File: src/hdl/mse_pkg.sv
// Shared constants, widths and controller/datapath command and status types
// for the mean squared error loss block. No dependencies.
package mse_pkg;

    localparam int MAX_ELEMENTS = 4096;
    localparam int DATA_WIDTH   = 16;

    localparam int DIFF_W      = DATA_WIDTH + 1;
    localparam int GRAD_W      = DIFF_W + 1;
    localparam int SQ_W        = 2 * DATA_WIDTH;
    localparam int CNT_W       = $clog2(MAX_ELEMENTS + 1);
    localparam int SUM_W       = SQ_W + $clog2(MAX_ELEMENTS);
    localparam int MEAN_W      = 32;
    localparam int STEP_W      = $clog2(SUM_W + 1);
    localparam int IN_DATA_W   = ((2 * DATA_WIDTH + 7) / 8) * 8;
    localparam int OUT_DATA_W  = ((GRAD_W + MEAN_W + 7) / 8) * 8;
    localparam int OUT_USER_W  = 2;

    typedef struct packed {
        logic capture;
        logic square;
        logic accumulate;
        logic emit_item;
        logic div_start;
        logic emit_mean;
    } t_cmd;

    typedef struct packed {
        logic last;
        logic out_free;
        logic div_busy;
    } t_status;

endpackage

File: src/hdl/mse_div.sv
// Restoring divider, one quotient bit per cycle, for the mean computation.
// Depends on mse_pkg.
module mse_div (
    input  logic                       i_clk,
    input  logic                       i_rst_n,
    input  logic                       i_start,
    input  logic [mse_pkg::SUM_W-1:0]  i_dividend,
    input  logic [mse_pkg::CNT_W-1:0]  i_divisor,
    output logic                       o_busy,
    output logic [mse_pkg::SUM_W-1:0]  o_quotient
);
    import mse_pkg::*;

    logic              r_busy;
    logic [STEP_W-1:0] r_step;
    logic [SUM_W-1:0]  r_quo;
    logic [CNT_W-1:0]  r_rem;
    logic [CNT_W-1:0]  r_div;
    logic [CNT_W:0]    w_rem_sh;
    logic [CNT_W+1:0]  w_trial;
    logic              w_borrow;

    assign w_rem_sh = {r_rem, r_quo[SUM_W-1]};
    assign w_trial  = {1'b0, w_rem_sh} - {2'b00, r_div};
    assign w_borrow = w_trial[CNT_W+1];

    always_ff @(posedge i_clk) begin
        if (!i_rst_n) begin
            r_busy <= 1'b0;
            r_step <= '0;
        end else if (i_start) begin
            r_busy <= 1'b1;
            r_step <= '0;
        end else if (r_busy) begin
            r_step <= r_step + 1'b1;
            if (r_step == STEP_W'(SUM_W - 1)) begin
                r_busy <= 1'b0;
            end
        end
    end

    always_ff @(posedge i_clk) begin
        if (i_start) begin
            r_quo <= i_dividend;
            r_rem <= '0;
            r_div <= i_divisor;
        end else if (r_busy) begin
            r_quo <= {r_quo[SUM_W-2:0], ~w_borrow};
            r_rem <= w_borrow ? w_rem_sh[CNT_W-1:0] : w_trial[CNT_W-1:0];
        end
    end

    assign o_busy     = r_busy;
    assign o_quotient = (r_div == '0) ? '0 : r_quo;

endmodule

File: src/hdl/mse_ctrl.sv
// Sequencing state machine: capture, square, accumulate, divide, emit.
// Depends on mse_pkg.
module mse_ctrl (
    input  logic             i_clk,
    input  logic             i_rst_n,
    input  logic             i_s_axis_tvalid,
    output logic             o_s_axis_tready,
    input  mse_pkg::t_status i_status,
    output mse_pkg::t_cmd    o_cmd
);
    import mse_pkg::*;

    typedef enum logic [2:0] {
        S_IDLE,
        S_SQUARE,
        S_ACC,
        S_START,
        S_DIV,
        S_FIN
    } t_state;

    t_state r_state;
    t_state n_state;
    t_cmd   w_cmd;

    always_comb begin
        w_cmd   = '0;
        n_state = r_state;
        unique case (r_state)
            S_IDLE: begin
                if (i_s_axis_tvalid) begin
                    w_cmd.capture = 1'b1;
                    n_state       = S_SQUARE;
                end
            end
            S_SQUARE: begin
                w_cmd.square = 1'b1;
                n_state      = S_ACC;
            end
            S_ACC: begin
                if (i_status.last) begin
                    w_cmd.accumulate = 1'b1;
                    n_state          = S_START;
                end else if (i_status.out_free) begin
                    w_cmd.accumulate = 1'b1;
                    w_cmd.emit_item  = 1'b1;
                    n_state          = S_IDLE;
                end
            end
            S_START: begin
                w_cmd.div_start = 1'b1;
                n_state         = S_DIV;
            end
            S_DIV: begin
                if (!i_status.div_busy) begin
                    n_state = S_FIN;
                end
            end
            S_FIN: begin
                if (i_status.out_free) begin
                    w_cmd.emit_mean = 1'b1;
                    n_state         = S_IDLE;
                end
            end
            default: n_state = S_IDLE;
        endcase
    end

    always_ff @(posedge i_clk) begin
        if (!i_rst_n) begin
            r_state <= S_IDLE;
        end else begin
            r_state <= n_state;
        end
    end

    assign o_cmd           = w_cmd;
    assign o_s_axis_tready = (r_state == S_IDLE);

endmodule

File: src/hdl/mse_datapath.sv
// Difference, square, accumulator, element count and output register.
// Depends on mse_pkg and mse_div.
module mse_datapath (
    input  logic                            i_clk,
    input  logic                            i_rst_n,
    input  mse_pkg::t_cmd                   i_cmd,
    output mse_pkg::t_status                o_status,
    input  logic [mse_pkg::IN_DATA_W-1:0]   i_s_axis_tdata,
    input  logic                            i_s_axis_tlast,
    output logic                            o_m_axis_tvalid,
    input  logic                            i_m_axis_tready,
    output logic [mse_pkg::OUT_DATA_W-1:0]  o_m_axis_tdata,
    output logic [mse_pkg::OUT_USER_W-1:0]  o_m_axis_tuser
);
    import mse_pkg::*;

    logic signed [DATA_WIDTH-1:0] w_true;
    logic signed [DATA_WIDTH-1:0] w_pred;
    logic signed [DIFF_W-1:0]     w_diff;
    logic signed [2*DIFF_W-1:0]   w_prod;
    logic signed [DIFF_W-1:0]     r_diff;
    logic                         r_last;
    logic [SQ_W-1:0]              r_sq;
    logic [SUM_W-1:0]             r_sum;
    logic [CNT_W-1:0]             r_cnt;
    logic                         r_ovf;
    logic                         w_full;
    logic                         w_div_busy;
    logic [SUM_W-1:0]             w_quotient;
    logic                         r_out_valid;
    logic [GRAD_W-1:0]            r_grad;
    logic [MEAN_W-1:0]            r_mean;
    logic                         r_loss_valid;
    logic                         r_out_ovf;

    assign w_true = i_s_axis_tdata[DATA_WIDTH-1:0];
    assign w_pred = i_s_axis_tdata[2*DATA_WIDTH-1:DATA_WIDTH];
    assign w_diff = $signed({w_pred[DATA_WIDTH-1], w_pred})
                  - $signed({w_true[DATA_WIDTH-1], w_true});
    assign w_prod = r_diff * r_diff;
    assign w_full = (r_cnt == CNT_W'(MAX_ELEMENTS));

    always_ff @(posedge i_clk) begin
        if (i_cmd.capture) begin
            r_diff <= w_diff;
            r_last <= i_s_axis_tlast;
        end
        if (i_cmd.square) begin
            r_sq <= w_prod[SQ_W-1:0];
        end
    end

    always_ff @(posedge i_clk) begin
        if (!i_rst_n) begin
            r_sum <= '0;
            r_cnt <= '0;
            r_ovf <= 1'b0;
        end else if (i_cmd.emit_mean) begin
            r_sum <= '0;
            r_cnt <= '0;
            r_ovf <= 1'b0;
        end else if (i_cmd.accumulate) begin
            if (w_full) begin
                r_ovf <= 1'b1;
            end else begin
                r_sum <= r_sum + SUM_W'(r_sq);
                r_cnt <= r_cnt + 1'b1;
            end
        end
    end

    mse_div u_div (
        .i_clk      (i_clk),
        .i_rst_n    (i_rst_n),
        .i_start    (i_cmd.div_start),
        .i_dividend (r_sum),
        .i_divisor  (r_cnt),
        .o_busy     (w_div_busy),
        .o_quotient (w_quotient)
    );

    always_ff @(posedge i_clk) begin
        if (!i_rst_n) begin
            r_out_valid <= 1'b0;
        end else if (i_cmd.emit_item || i_cmd.emit_mean) begin
            r_out_valid <= 1'b1;
        end else if (i_m_axis_tready) begin
            r_out_valid <= 1'b0;
        end
    end

    always_ff @(posedge i_clk) begin
        if (i_cmd.emit_item) begin
            r_grad       <= {r_diff, 1'b0};
            r_mean       <= '0;
            r_loss_valid <= 1'b0;
            r_out_ovf    <= r_ovf | w_full;
        end else if (i_cmd.emit_mean) begin
            r_grad       <= {r_diff, 1'b0};
            r_mean       <= MEAN_W'(w_quotient);
            r_loss_valid <= 1'b1;
            r_out_ovf    <= r_ovf;
        end
    end

    assign o_status.last     = r_last;
    assign o_status.out_free = ~r_out_valid | i_m_axis_tready;
    assign o_status.div_busy = w_div_busy;

    assign o_m_axis_tvalid = r_out_valid;
    assign o_m_axis_tdata  = OUT_DATA_W'({r_mean, r_grad});
    assign o_m_axis_tuser  = {r_out_ovf, r_loss_valid};

endmodule

File: src/hdl/mean_squared_error_loss.sv
// Mean squared error loss and gradient, top level.
// Depends on mse_pkg, mse_ctrl and mse_datapath.
//
// Each input transfer carries one target/prediction pair (signed Q4.12) and
// tlast on the final element of a matrix. Every transfer yields one output
// transfer with the gradient 2*(prediction-target) at Q.12 scale; the one for
// the final element also carries the mean squared difference at Q8.24 scale
// (sum divided by count, truncated) and loss_valid, after which the sum, the
// count and the overflow flag clear. Beyond 4096 elements per matrix the
// extra elements are left out of the mean and overflow is raised until the
// matrix ends. An ordinary element passes capture, square through the
// multiplier and accumulate; the final element then also waits for the
// 44-step bit-serial divider that forms the mean. Intake pauses until each
// element is done and while a finished result waits in the output register.
module mean_squared_error_loss (
    input  logic                            i_clk,
    input  logic                            i_rst_n,
    input  logic                            i_s_axis_tvalid,
    output logic                            o_s_axis_tready,
    // [15:0] true_value, [31:16] predicted_value
    input  logic [mse_pkg::IN_DATA_W-1:0]   i_s_axis_tdata,
    // last_element
    input  logic                            i_s_axis_tlast,
    output logic                            o_m_axis_tvalid,
    input  logic                            i_m_axis_tready,
    // [17:0] gradient, [49:18] mean_loss, zero fill above
    output logic [mse_pkg::OUT_DATA_W-1:0]  o_m_axis_tdata,
    // [0] loss_valid, [1] overflow
    output logic [mse_pkg::OUT_USER_W-1:0]  o_m_axis_tuser
);
    import mse_pkg::*;

    t_cmd    w_cmd;
    t_status w_status;

    mse_ctrl u_ctrl (
        .i_clk           (i_clk),
        .i_rst_n         (i_rst_n),
        .i_s_axis_tvalid (i_s_axis_tvalid),
        .o_s_axis_tready (o_s_axis_tready),
        .i_status        (w_status),
        .o_cmd           (w_cmd)
    );

    mse_datapath u_datapath (
        .i_clk           (i_clk),
        .i_rst_n         (i_rst_n),
        .i_cmd           (w_cmd),
        .o_status        (w_status),
        .i_s_axis_tdata  (i_s_axis_tdata),
        .i_s_axis_tlast  (i_s_axis_tlast),
        .o_m_axis_tvalid (o_m_axis_tvalid),
        .i_m_axis_tready (i_m_axis_tready),
        .o_m_axis_tdata  (o_m_axis_tdata),
        .o_m_axis_tuser  (o_m_axis_tuser)
    );

endmodule
File: config.mk
export PLATFORM = sky130hd
export DESIGN_NAME = mean_squared_error_loss
export DESIGN_NICKNAME = d
export VERILOG_FILES = /design/src/hdl/mse_pkg.sv /design/src/hdl/mse_div.sv /design/src/hdl/mse_ctrl.sv /design/src/hdl/mse_datapath.sv /design/src/hdl/mean_squared_error_loss.sv
export SDC_FILE = /design/constraint.sdc
export NUM_CORES = 1
export LEC_CHECK = 0
export BUFFER_PORTS_ARGS = -buffer_cell sky130_fd_sc_hd__buf_2
export CAP_MARGIN = 20
export CORE_ASPECT_RATIO = 1.75
export CORE_UTILIZATION = 60
export CTS_CLUSTER_DIAMETER = 120
export DETAILED_ROUTE_END_ITERATION = 6
export PLACE_DENSITY = 0.8
export SYNTH_ARGS = -nofsm -noshare
export SYNTH_HDL_FRONTEND = slang
export SYNTH_HIERARCHICAL = 1
export SYNTH_SLANG_ARGS = --single-unit
File: constraint.sdc
create_clock -name i_clk -period 7.2 [get_ports i_clk]
set_input_delay 0.72 -clock i_clk [delete_from_list [all_inputs] [get_ports i_clk]]
set_output_delay 0.72 -clock i_clk [all_outputs]
set_load 0.05 [all_outputs]
-- Yosys cells after proc, flatten, opt, wreduce, memory -nomap -nowiden
Index checks and enable logic that the tools add are counted.
- register bits after elaboration: 240
- input port bits: 37
- output and inout bits: 60
- $add $sub $neg: 5
- $mul: 1
- equality and inequality tests: 9
- muxes and demuxes: 28
- bitwise gates (word level): 6
- reduce and logical (&&, ||, !) cells: 11
- operators by type and width (operator ; number):
    44-bit two-way mux ; 2
    44-bit by 32-bit adder with 44-bit output ; 1
    18-bit two-way mux ; 2
    17-bit by 17-bit multiplier with 32-bit output ; 1
    32-bit two-way mux ; 1
    3-bit case mux with 6 select lines ; 1
    16-bit by 16-bit subtractor with 17-bit output ; 1
    1-bit two-way mux ; 15
    14-bit by 13-bit subtractor with 15-bit output ; 1
    13-bit by 1-bit adder with 13-bit output, second input constant ; 1
    13-bit == test, second input constant ; 1
    13-bit logical NOT ; 1
    13-bit two-way mux ; 1
    3-bit two-way mux ; 4
    6-bit by 1-bit adder with 6-bit output, second input constant ; 1
    3-bit by 2-bit == test with 1-bit output, second input constant ; 2
    3-bit == test, second input constant ; 2
    6-bit == test, second input constant ; 1
    2-bit AND reduction ; 3
    2-bit nonzero test ; 3
    2-bit two-way mux ; 2
    2-bit != test, second input constant ; 2
    1-bit NOT ; 4
    2-bit OR reduction ; 2
    4 further kinds ; 5

-- Longest topological paths before layout
Gate-level depths: netlist (run 1).
- depth after elaboration: 7
- depth in mapped cells: 24

-- Hierarchy
Netlist (run 1), hierarchy kept.
- modules (own cells, without submodules) (module ; times used ; cells an instance ; area each (um2) ; sequential area each (um2)):
    mse_datapath ; 1 ; 1841 ; 17470.5 ; 3853.7
    mse_div ; 1 ; 349 ; 4076.4 ; 2112.0
    mse_ctrl ; 1 ; 27 ; 240.2 ; 60.1

-- Worst setup path after synthesis (run 1)
No wires, ideal clock.
- path type: register -> register
- start: register u_datapath.r_diff[2]
- end: register u_datapath.r_sq[28], data pin
- arrival time: 5.975 ns
- setup slack: 0.966 ns
- cell stages (with the launch flop): 25
- path buffers: 2
- cells stage by stage: edfxtp_1 > clkbuf_1 > clkbuf_1 > nand2_1 > inv_1 > fa_1 > inv_1 > fa_1 > fa_1 > inv_1 > fa_1 > fa_1 > inv_1 > fa_1 > inv_1 > ha_1 > a21o_1 > a21oi_1 > a2bb2oi_1 > a21oi_1 > o211ai_2 > a21oi_1 > a311o_1 > a21oi_1 > xnor2_1
- longest elaborated chain between the ends: 1
- RTL lines (item ; RTL line ; text):
    from (decl) ; mse_datapath.sv:21 ; logic signed [DIFF_W-1:0] r_diff;
    from (signal assigned) ; mse_datapath.sv:45 ; r_diff <= w_diff;
    17-bit by 17-bit multiplier with 32-bit output ; mse_datapath.sv:40 ; assign w_prod = r_diff * r_diff;
    named net u_datapath.w_prod[28] ; mse_datapath.sv:20 ; logic signed [2*DIFF_W-1:0] w_prod;
    to (signal assigned) ; mse_datapath.sv:49 ; r_sq <= w_prod[SQ_W-1:0];
    to (decl) ; mse_datapath.sv:23 ; logic [SQ_W-1:0] r_sq;
The timed path passes the listed nets, and every way through them passes these cells.
A chain may end at the register's enable or synchronous reset.

-- Final worst setup path (run 1)
- start: register u_datapath.r_diff[4]
- end: register u_datapath.r_sq[28], data pin
Same word-level chain as after synthesis.

==> impl_metrics.env, run 1 <==
export IMPL_outcome="finished clean"
export IMPL_grt_overflow_total=0
export IMPL_cts_setup_buffers=0
export IMPL_avgSynthCellArea_um2=9.85
export IMPL_wl_per_cell_um=16.9
export IMPL_fin_worst_skew_ps=34.2
export IMPL_clockBufferDepth=3
export IMPL_timing_rr_end="u_datapath/r_sq[28]"
export IMPL_relSlewSlack_pct=28.9
export IMPL_hold_viol=0
export IMPL_path_buf_inv=5
export IMPL_clkSlewWorstSetupHoldPaths_ps=70
export IMPL_yosys_warnings=6
export IMPL_slowest_delay_ps=850
export IMPL_start_kind="flop"
export IMPL_drtAntennaViolNets=0
export IMPL_min_period_over_period_pct=93.4
export IMPL_setup_tns_ps=0
export IMPL_rows=91
export IMPL_fin_nets=2713
export IMPL_cts_root_buf="clkbuf_16"
export IMPL_seq_area_um2=6030
export IMPL_cp_end_kind="flop"
export IMPL_cp_cell_sequence="nand2_1, inv_1, fa_1, inv_1, fa_1, fa_1, inv_1, fa_1, fa_1, inv_1, fa_1, inv_1, ha_1, a21o_1, a21oi_1, a2bb2oi_1, a21oi_1, o211ai_2, a21oi_1, a311o_1, a21oi_1, xnor2_1"
export IMPL_crit_required_ps=7480
export IMPL_area_delta_synth_final_pct=7.84
export IMPL_hp_class="primary input to flop"
export IMPL_tightestPinTransition_ps=1070
export IMPL_n_antenna_cell=0
export IMPL_cts_resized=0
export IMPL_crit_fanout=20
export IMPL_max_freq_ghz=0.149
export IMPL_antenna_found_initial=0
export IMPL_cp_arrival_ps=7000
export IMPL_die_h_um=254
export IMPL_reg2reg_slack_ps=480
export IMPL_dp_hpwl_um=37200
export IMPL_grt_pass1_wl_um=77800
export IMPL_die_x_um=146
export IMPL_min_from="i_s_axis_tlast"
export IMPL_grt_total_usage_pct=26.3
export IMPL_crit_type="flop to flop"
export IMPL_ios=97
export IMPL_min_delay_path_depth=1
export IMPL_postCtsHoldBufs=0
export IMPL_drc=0
export IMPL_placedCellCount=2705
export IMPL_netlist_area_um2=21700
export IMPL_drive_gt1_share_pct=11.0
export IMPL_core_area_um2=35400
export IMPL_crit_path_top_delay_cell="edfxtp_1"
export IMPL_r2r_worst_path_cells=22
export IMPL_period_needed_ps=6720
export IMPL_path_common_cell="fa_1"
export IMPL_dieArea_um2=37000
export IMPL_r2r_start="u_datapath/r_diff[4]"
export IMPL_dr_total_vias=15400
export IMPL_final_common_cell="inv_1"
export IMPL_finalMaxSlewViolations=0
export IMPL_drt_iter0_drc=792
export IMPL_htreeDepth=1
export IMPL_start_util_pct=61.3
export IMPL_hold_end="u_datapath/r_last"
export IMPL_cts_sinks=239
export IMPL_drtPass1Iterations=5
export IMPL_maxCapViolCount=0
export IMPL_routed_wl_um=46400
export IMPL_io_buffer_count=89
export IMPL_clk_latency_ps=550
export IMPL_fillers=2746
export IMPL_path_delay_family="adder cells"
export IMPL_routed_via_density=5.60
export IMPL_grt_max_degree=79
export IMPL_cts_made_buffers=24
export IMPL_setup_violations=0
export IMPL_place_ws_ps=563
export IMPL_gp_congestion=0.933
export IMPL_grt_pass1_vias=16700
export IMPL_netlist_instances=2204
export IMPL_rsz0062_at_grt="no"
export IMPL_fin_cells=2747
export IMPL_fin_ws_ps=478
export IMPL_layout_common_cells="inv_1 (403), fa_1 (258), nand2_1 (189), ha_1 (152), nor2_1 (133)"
export IMPL_multi_input_area_um2=13800
export IMPL_cts_tree="done"
==> area by class of cell <==
| type | count | area share [%] |
|---|---|---|
| clock buffer | 30 | 3.02 |
| clock inverter | 12 | 0.663 |
| inverter | 404 | 6.48 |
| multi-input combinational | 1487 | 59.0 |
| sequential | 239 | 25.7 |
| tap | 465 | 2.49 |
| timing repair buffer | 110 | 2.61 |
==> per-layer routing <==
| layer | track usage [%] | up-vias | wire length, um | share of wire (%) |
|---|---|---|---|---|
| li1 | - | 7285 | - | - |
| met1 | 26.3 | 7568 | 16500 | 35 |
| met2 | 51.9 | 379 | 25600 | 55 |
| met3 | 2.30 | 159 | 1530 | 3.3 |
| met4 | 15.6 | 0 | 2730 | 5.9 |
| met5 | 0 | - | 0 | 0 |
==> worst max-delay path by stage <==
stage,startpoint,endpoint,slack (ps),cells after the start
floorplan,u_datapath/r_diff[2],u_datapath/r_sq[28],970,24
global placement,u_datapath/r_diff[4],u_datapath/r_sq[28],680,22
detailed placement,u_datapath/r_diff[4],u_datapath/r_sq[28],560,22
CTS,u_datapath/r_diff[4],u_datapath/r_sq[28],530,22
global route,u_datapath/r_diff[4],u_datapath/r_sq[28],140,22
finish,u_datapath/r_diff[4],u_datapath/r_sq[28],480,22
==> per-stage QoR <==
step / utilization, % / hold WS, ps / instance area, um2
global route: 66.1 / 361 / 23400
floorplan: - / 431 / 21700
finish: 66.1 / 368 / 23400
CTS: 66.1 / 353 / 23400
detailed placement: 63.7 / 460 / 22500
global placement: 63.6 / 453 / 22500
==> sequential cells by signal, indices dropped and copies added (netlist names), 17 cells and up <==
name                    flops
u_datapath/r_sum           44
u_datapath/r_mean          32
u_datapath/u_div/r_quo     44
u_datapath/r_diff          17
u_datapath/r_sq            31
u_datapath/r_grad          17
Power of run 1 is left out: the tool's default activity adds up to more than one toggle a clock period on the data nets, which glitch-free logic cannot reach.
==> run 2: changes to the inputs <==
CELL_PAD_IN_SITES_DETAIL_PLACEMENT = 1   (was default)
CELL_PAD_IN_SITES_GLOBAL_PLACEMENT = 2   (was default)
CORE_UTILIZATION = 42   (was 60)
PLACE_DENSITY = 0.85   (was 0.8)
==> impl_metrics.env, run 2 (synthesis gave the netlist of run 1 again) <==
export IMPL_cts_sinks=239
export IMPL_period_needed_ps=6680
export IMPL_crit_fanout=21
export IMPL_grt_max_degree=61
export IMPL_path_common_cell="fa_1"
export IMPL_crit_type="flop to flop"
export IMPL_min_period_over_period_pct=92.7
export IMPL_die_h_um=303
export IMPL_dr_total_vias=15300
export IMPL_crit_required_ps=7460
export IMPL_die_x_um=174
export IMPL_drive_gt1_share_pct=11.3
export IMPL_drc=0
export IMPL_cts_resized=0
export IMPL_clk_latency_ps=570
export IMPL_gp_congestion=0.854
export IMPL_tightestPinTransition_ps=1120
export IMPL_n_antenna_cell=0
export IMPL_routed_wl_um=53900
export IMPL_largestRegisters="u_datapath/r_sum x44, u_datapath/u_div/r_quo x44, u_datapath/r_mean x32"
export IMPL_setup_violations=0
export IMPL_max_freq_ghz=0.150
export IMPL_hold_viol=0
export IMPL_antenna_found_initial=0
export IMPL_dieArea_um2=52600
export IMPL_io_buffer_count=89
export IMPL_outcome="finished clean"
export IMPL_drt_iter0_drc=376
export IMPL_grt_total_usage_pct=21.0
export IMPL_grt_pass1_vias=17700
export IMPL_cts_tree="done"
export IMPL_ios=97
export IMPL_start_util_pct=42.8
export IMPL_slowest_delay_ps=760
export IMPL_cp_cell_sequence="nand2_1, inv_1, fa_1, inv_1, fa_1, inv_1, fa_1, fa_1, fa_1, fa_1, ha_1, or3_1, o21ai_0, a21oi_1, a311o_1, a21oi_1, xnor2_1"
export IMPL_htreeDepth=1
export IMPL_cp_end_kind="flop"
export IMPL_grt_overflow_total=0
export IMPL_fillers=5774
export IMPL_crit_path_top_delay_cell="fa_1"
export IMPL_maxCapViolCount=0
export IMPL_hp_class="primary input to flop"
export IMPL_dp_hpwl_um=44000
export IMPL_relSlewSlack_pct=25.1
export IMPL_final_common_cell="inv_1"
export IMPL_finalMaxSlewViolations=0
export IMPL_seq_area_um2=6030
export IMPL_cts_root_buf="clkbuf_16"
export IMPL_clkSlewWorstSetupHoldPaths_ps=60
export IMPL_fin_nets=2724
export IMPL_rsz0062_at_grt="no"
export IMPL_cts_made_buffers=26
export IMPL_fin_worst_skew_ps=52.4
export IMPL_core_area_um2=50700
export IMPL_cp_arrival_ps=6940
export IMPL_start_kind="flop"
export IMPL_multi_input_area_um2=13800
export IMPL_grt_pass1_wl_um=88500
export IMPL_routed_via_density=5.18
export IMPL_drtAntennaViolNets=0
export IMPL_drtPass1Iterations=4
export IMPL_postCtsHoldBufs=0
export IMPL_layout_common_cells="inv_1 (403), fa_1 (258), nand2_1 (189), ha_1 (152), nor2_1 (133)"
export IMPL_rows=109
export IMPL_clockBufferDepth=3
export IMPL_wl_per_cell_um=18.2
export IMPL_cts_setup_buffers=0
export IMPL_setup_tns_ps=0
export IMPL_area_delta_synth_final_pct=9.31
[run 2: layout make-up]
class	instances	area share [%]
Clock buffer	37	3.13
Clock inverter	11	0.538
Inverter	404	6.39
Multi-Input combinational cell	1487	58.2
Sequential cell	239	25.4
Tap cell	666	3.51
Timing Repair Buffer	119	2.83
[run 2: worst max-delay path: cells and delay by family, from the launching register on]
kind,cells,cell delay [ps]
fa+ha+maj,7,3750
xor+xnor,1,90
buf+inv,3,480
simple gates,2,610
compound gates,4,770
flops,1,680
[run 2: stage by stage]
stage	cells	worst slack, ps	cell area [um2]	util (%)	hold WS, ps
after floorplan	2210	966	21700	-	431
after global placement	2915	689	22900	45.1	452
after detailed placement	2915	527	22900	45.1	470
after CTS	2963	443	23700	46.8	291
after global routing	2963	150	23700	46.8	321
final	2963	524	23700	46.8	338
[run 2: worst paths after layout]
kind         cells past startpoint                       to                    start  slack [ps]
max                             17      u_datapath/r_sq[28]    u_datapath/r_diff[16]         520
min                              1        u_datapath/r_last           i_s_axis_tlast         340
max reg2reg                     17      u_datapath/r_sq[28]    u_datapath/r_diff[16]         520
min reg2reg                      2  u_datapath/r_loss_valid  u_datapath/r_loss_valid         480
[run 2: layer usage]
metal / GRT usage (%) / wire (um)
met1: 21.3 / 19900
met5: 0 / 0
met4: 8.17 / 1880
met3: 1.93 / 1460
met2: 43.1 / 30700
Power of run 2 is left out for the same reason.
==> run 3: changes to the inputs <==
ABC_AREA = 1   (was default)
CORE_UTILIZATION = 39   (was 42)
==> impl_metrics.env, run 3 <==
export IMPL_fin_worst_skew_ps=34.0
export IMPL_maxCapViolCount=0
export IMPL_max_freq_ghz=0.144
export IMPL_die_h_um=328
export IMPL_cts_tree="done"
export IMPL_grt_pass1_vias=22000
export IMPL_rsz0062_at_grt="no"
export IMPL_io_buffer_count=89
export IMPL_grt_overflow_total=0
export IMPL_cp_cell_sequence="buf_4, nand2_1, fa_1, inv_1, fa_1, inv_1, fa_1, inv_1, fa_1, fa_1, inv_1, fa_1, inv_1, ha_1, nand2_1, inv_1, nand3_1, nor2_1, nand4_1, nand3_1, nand2_1, nand2_1, xor2_1"
export IMPL_yosys_warnings=6
export IMPL_avgSynthCellArea_um2=7.87
export IMPL_cts_resized=0
export IMPL_min_from="i_s_axis_tlast"
export IMPL_netlist_instances=3009
export IMPL_final_common_cell="inv_1"
export IMPL_cp_arrival_ps=7350
export IMPL_setup_tns_ps=0
export IMPL_fin_nets=3525
export IMPL_outcome="finished clean"
export IMPL_min_period_over_period_pct=96.3
export IMPL_relSlewSlack_pct=40.0
export IMPL_setup_violations=0
export IMPL_wl_per_cell_um=17.5
export IMPL_area_delta_synth_final_pct=9.33
export IMPL_die_x_um=188
export IMPL_min_delay_path_depth=1
export IMPL_crit_required_ps=7620
export IMPL_r2r_worst_path_cells=23
export IMPL_seq_area_um2=6030
export IMPL_crit_fanout=16
export IMPL_htreeDepth=1
export IMPL_timing_rr_end="u_datapath/r_sq[24]"
export IMPL_clk_latency_ps=600
export IMPL_fin_ws_ps=264
export IMPL_fillers=7445
export IMPL_gp_congestion=0.933
export IMPL_dieArea_um2=61700
export IMPL_dr_total_vias=19100
export IMPL_routed_via_density=4.93
export IMPL_drive_gt1_share_pct=9.10
export IMPL_routed_wl_um=67800
export IMPL_period_needed_ps=6940
export IMPL_grt_pass1_wl_um=111000
export IMPL_rows=119
export IMPL_cp_end_kind="flop"
export IMPL_drc=0
export IMPL_drtAntennaViolNets=0
export IMPL_clockBufferDepth=3
export IMPL_r2r_start="u_datapath/r_diff[7]"
export IMPL_netlist_area_um2=23700
export IMPL_drtPass1Iterations=4
export IMPL_hold_end="u_datapath/r_last"
export IMPL_grt_total_usage_pct=22.8
export IMPL_core_area_um2=60200
export IMPL_start_util_pct=39.4
export IMPL_slowest_delay_ps=900
export IMPL_n_antenna_cell=0
export IMPL_whs_ps=302
export IMPL_place_ws_ps=285
export IMPL_hold_viol=0
export IMPL_dp_hpwl_um=57500
export IMPL_cts_sinks=239
export IMPL_crit_path_top_delay_cell="edfxtp_1"
export IMPL_reg2reg_slack_ps=260
export IMPL_finalMaxSlewViolations=0
export IMPL_start_kind="flop"
export IMPL_multi_input_area_um2=14500
export IMPL_post_route_util_pct=43.0
export IMPL_grt_max_degree=87
export IMPL_largestRegisters="u_datapath/r_sum x44, u_datapath/u_div/r_quo x44, u_datapath/r_mean x32"
export IMPL_cts_root_buf="clkbuf_16"
export IMPL_tightestPinTransition_ps=895
export IMPL_crit_type="flop to flop"
export IMPL_antenna_found_initial=0
export IMPL_clkSlewWorstSetupHoldPaths_ps=60
export IMPL_layout_common_cells="inv_1 (694), nand2_1 (619), nor2_1 (272), fa_1 (258), ha_1 (152)"
export IMPL_hp_class="primary input to flop"
export IMPL_drt_iter0_drc=529
export IMPL_ios=97
export IMPL_cts_made_buffers=27
==> run 3: how the worst max path moves through the flow <==
stage	depth (start not counted)	from	slack, ps	end
after floorplan	23	u_datapath/r_diff[16]	1290	u_datapath/r_sq[31]
after global placement	23	u_datapath/r_diff[5]	320	u_datapath/r_sq[24]
after detailed placement	23	u_datapath/r_diff[5]	290	u_datapath/r_sq[24]
after CTS	23	u_datapath/r_diff[5]	230	u_datapath/r_sq[24]
after global routing	23	u_datapath/r_diff[7]	20	u_datapath/r_sq[24]
final	23	u_datapath/r_diff[7]	260	u_datapath/r_sq[24]
==> run 3: stage by stage <==
stage,instances,area [um2]
finish,3885,25900
global route,3885,25900
CTS,3881,25800
detailed placement,3831,24900
global placement,3829,24900
floorplan,3015,23700
==> run 3: layout make-up <==
| type | count | area share (%) |
|---|---|---|
| multi-input cells | 1975 | 56.2 |
| clock buffers | 30 | 2.69 |
| inverters | 713 | 10.4 |
| well taps | 786 | 3.80 |
| flip-flops and latches | 239 | 23.3 |
| repair buffers | 122 | 2.79 |
| clock inverters | 20 | 0.919 |
==> run 3: layer usage <==
metal / GRT usage, % / share of wire, % / vias to the layer above
met5: 0 / 0 / -
met3: 1.68 / 2.0 / 152
met4: 10.6 / 4.8 / 0
met1: 21.8 / 35 / 9415
li1: - / - / 9276
met2: 47.7 / 58 / 296
==> run 3: what timing repair did <==
item,in CTS,in global routing
hold endpoints to repair,0,0
hold buffers,0,0
endpoints found under the setup margin,0,1
buffers inserted,0,3
==> run 3: critical path: cells and delay by family, from the launching register on <==
| family | cells | cell delay, ps |
|---|---|---|
| xor gates and xnor gates | 1 | 170 |
| adders and majority gates | 7 | 3460 |
| buffers and inverters | 7 | 650 |
| DFF | 1 | 900 |
| and+or+nand+nor | 8 | 1550 |
Power of run 3 is left out for the same reason.
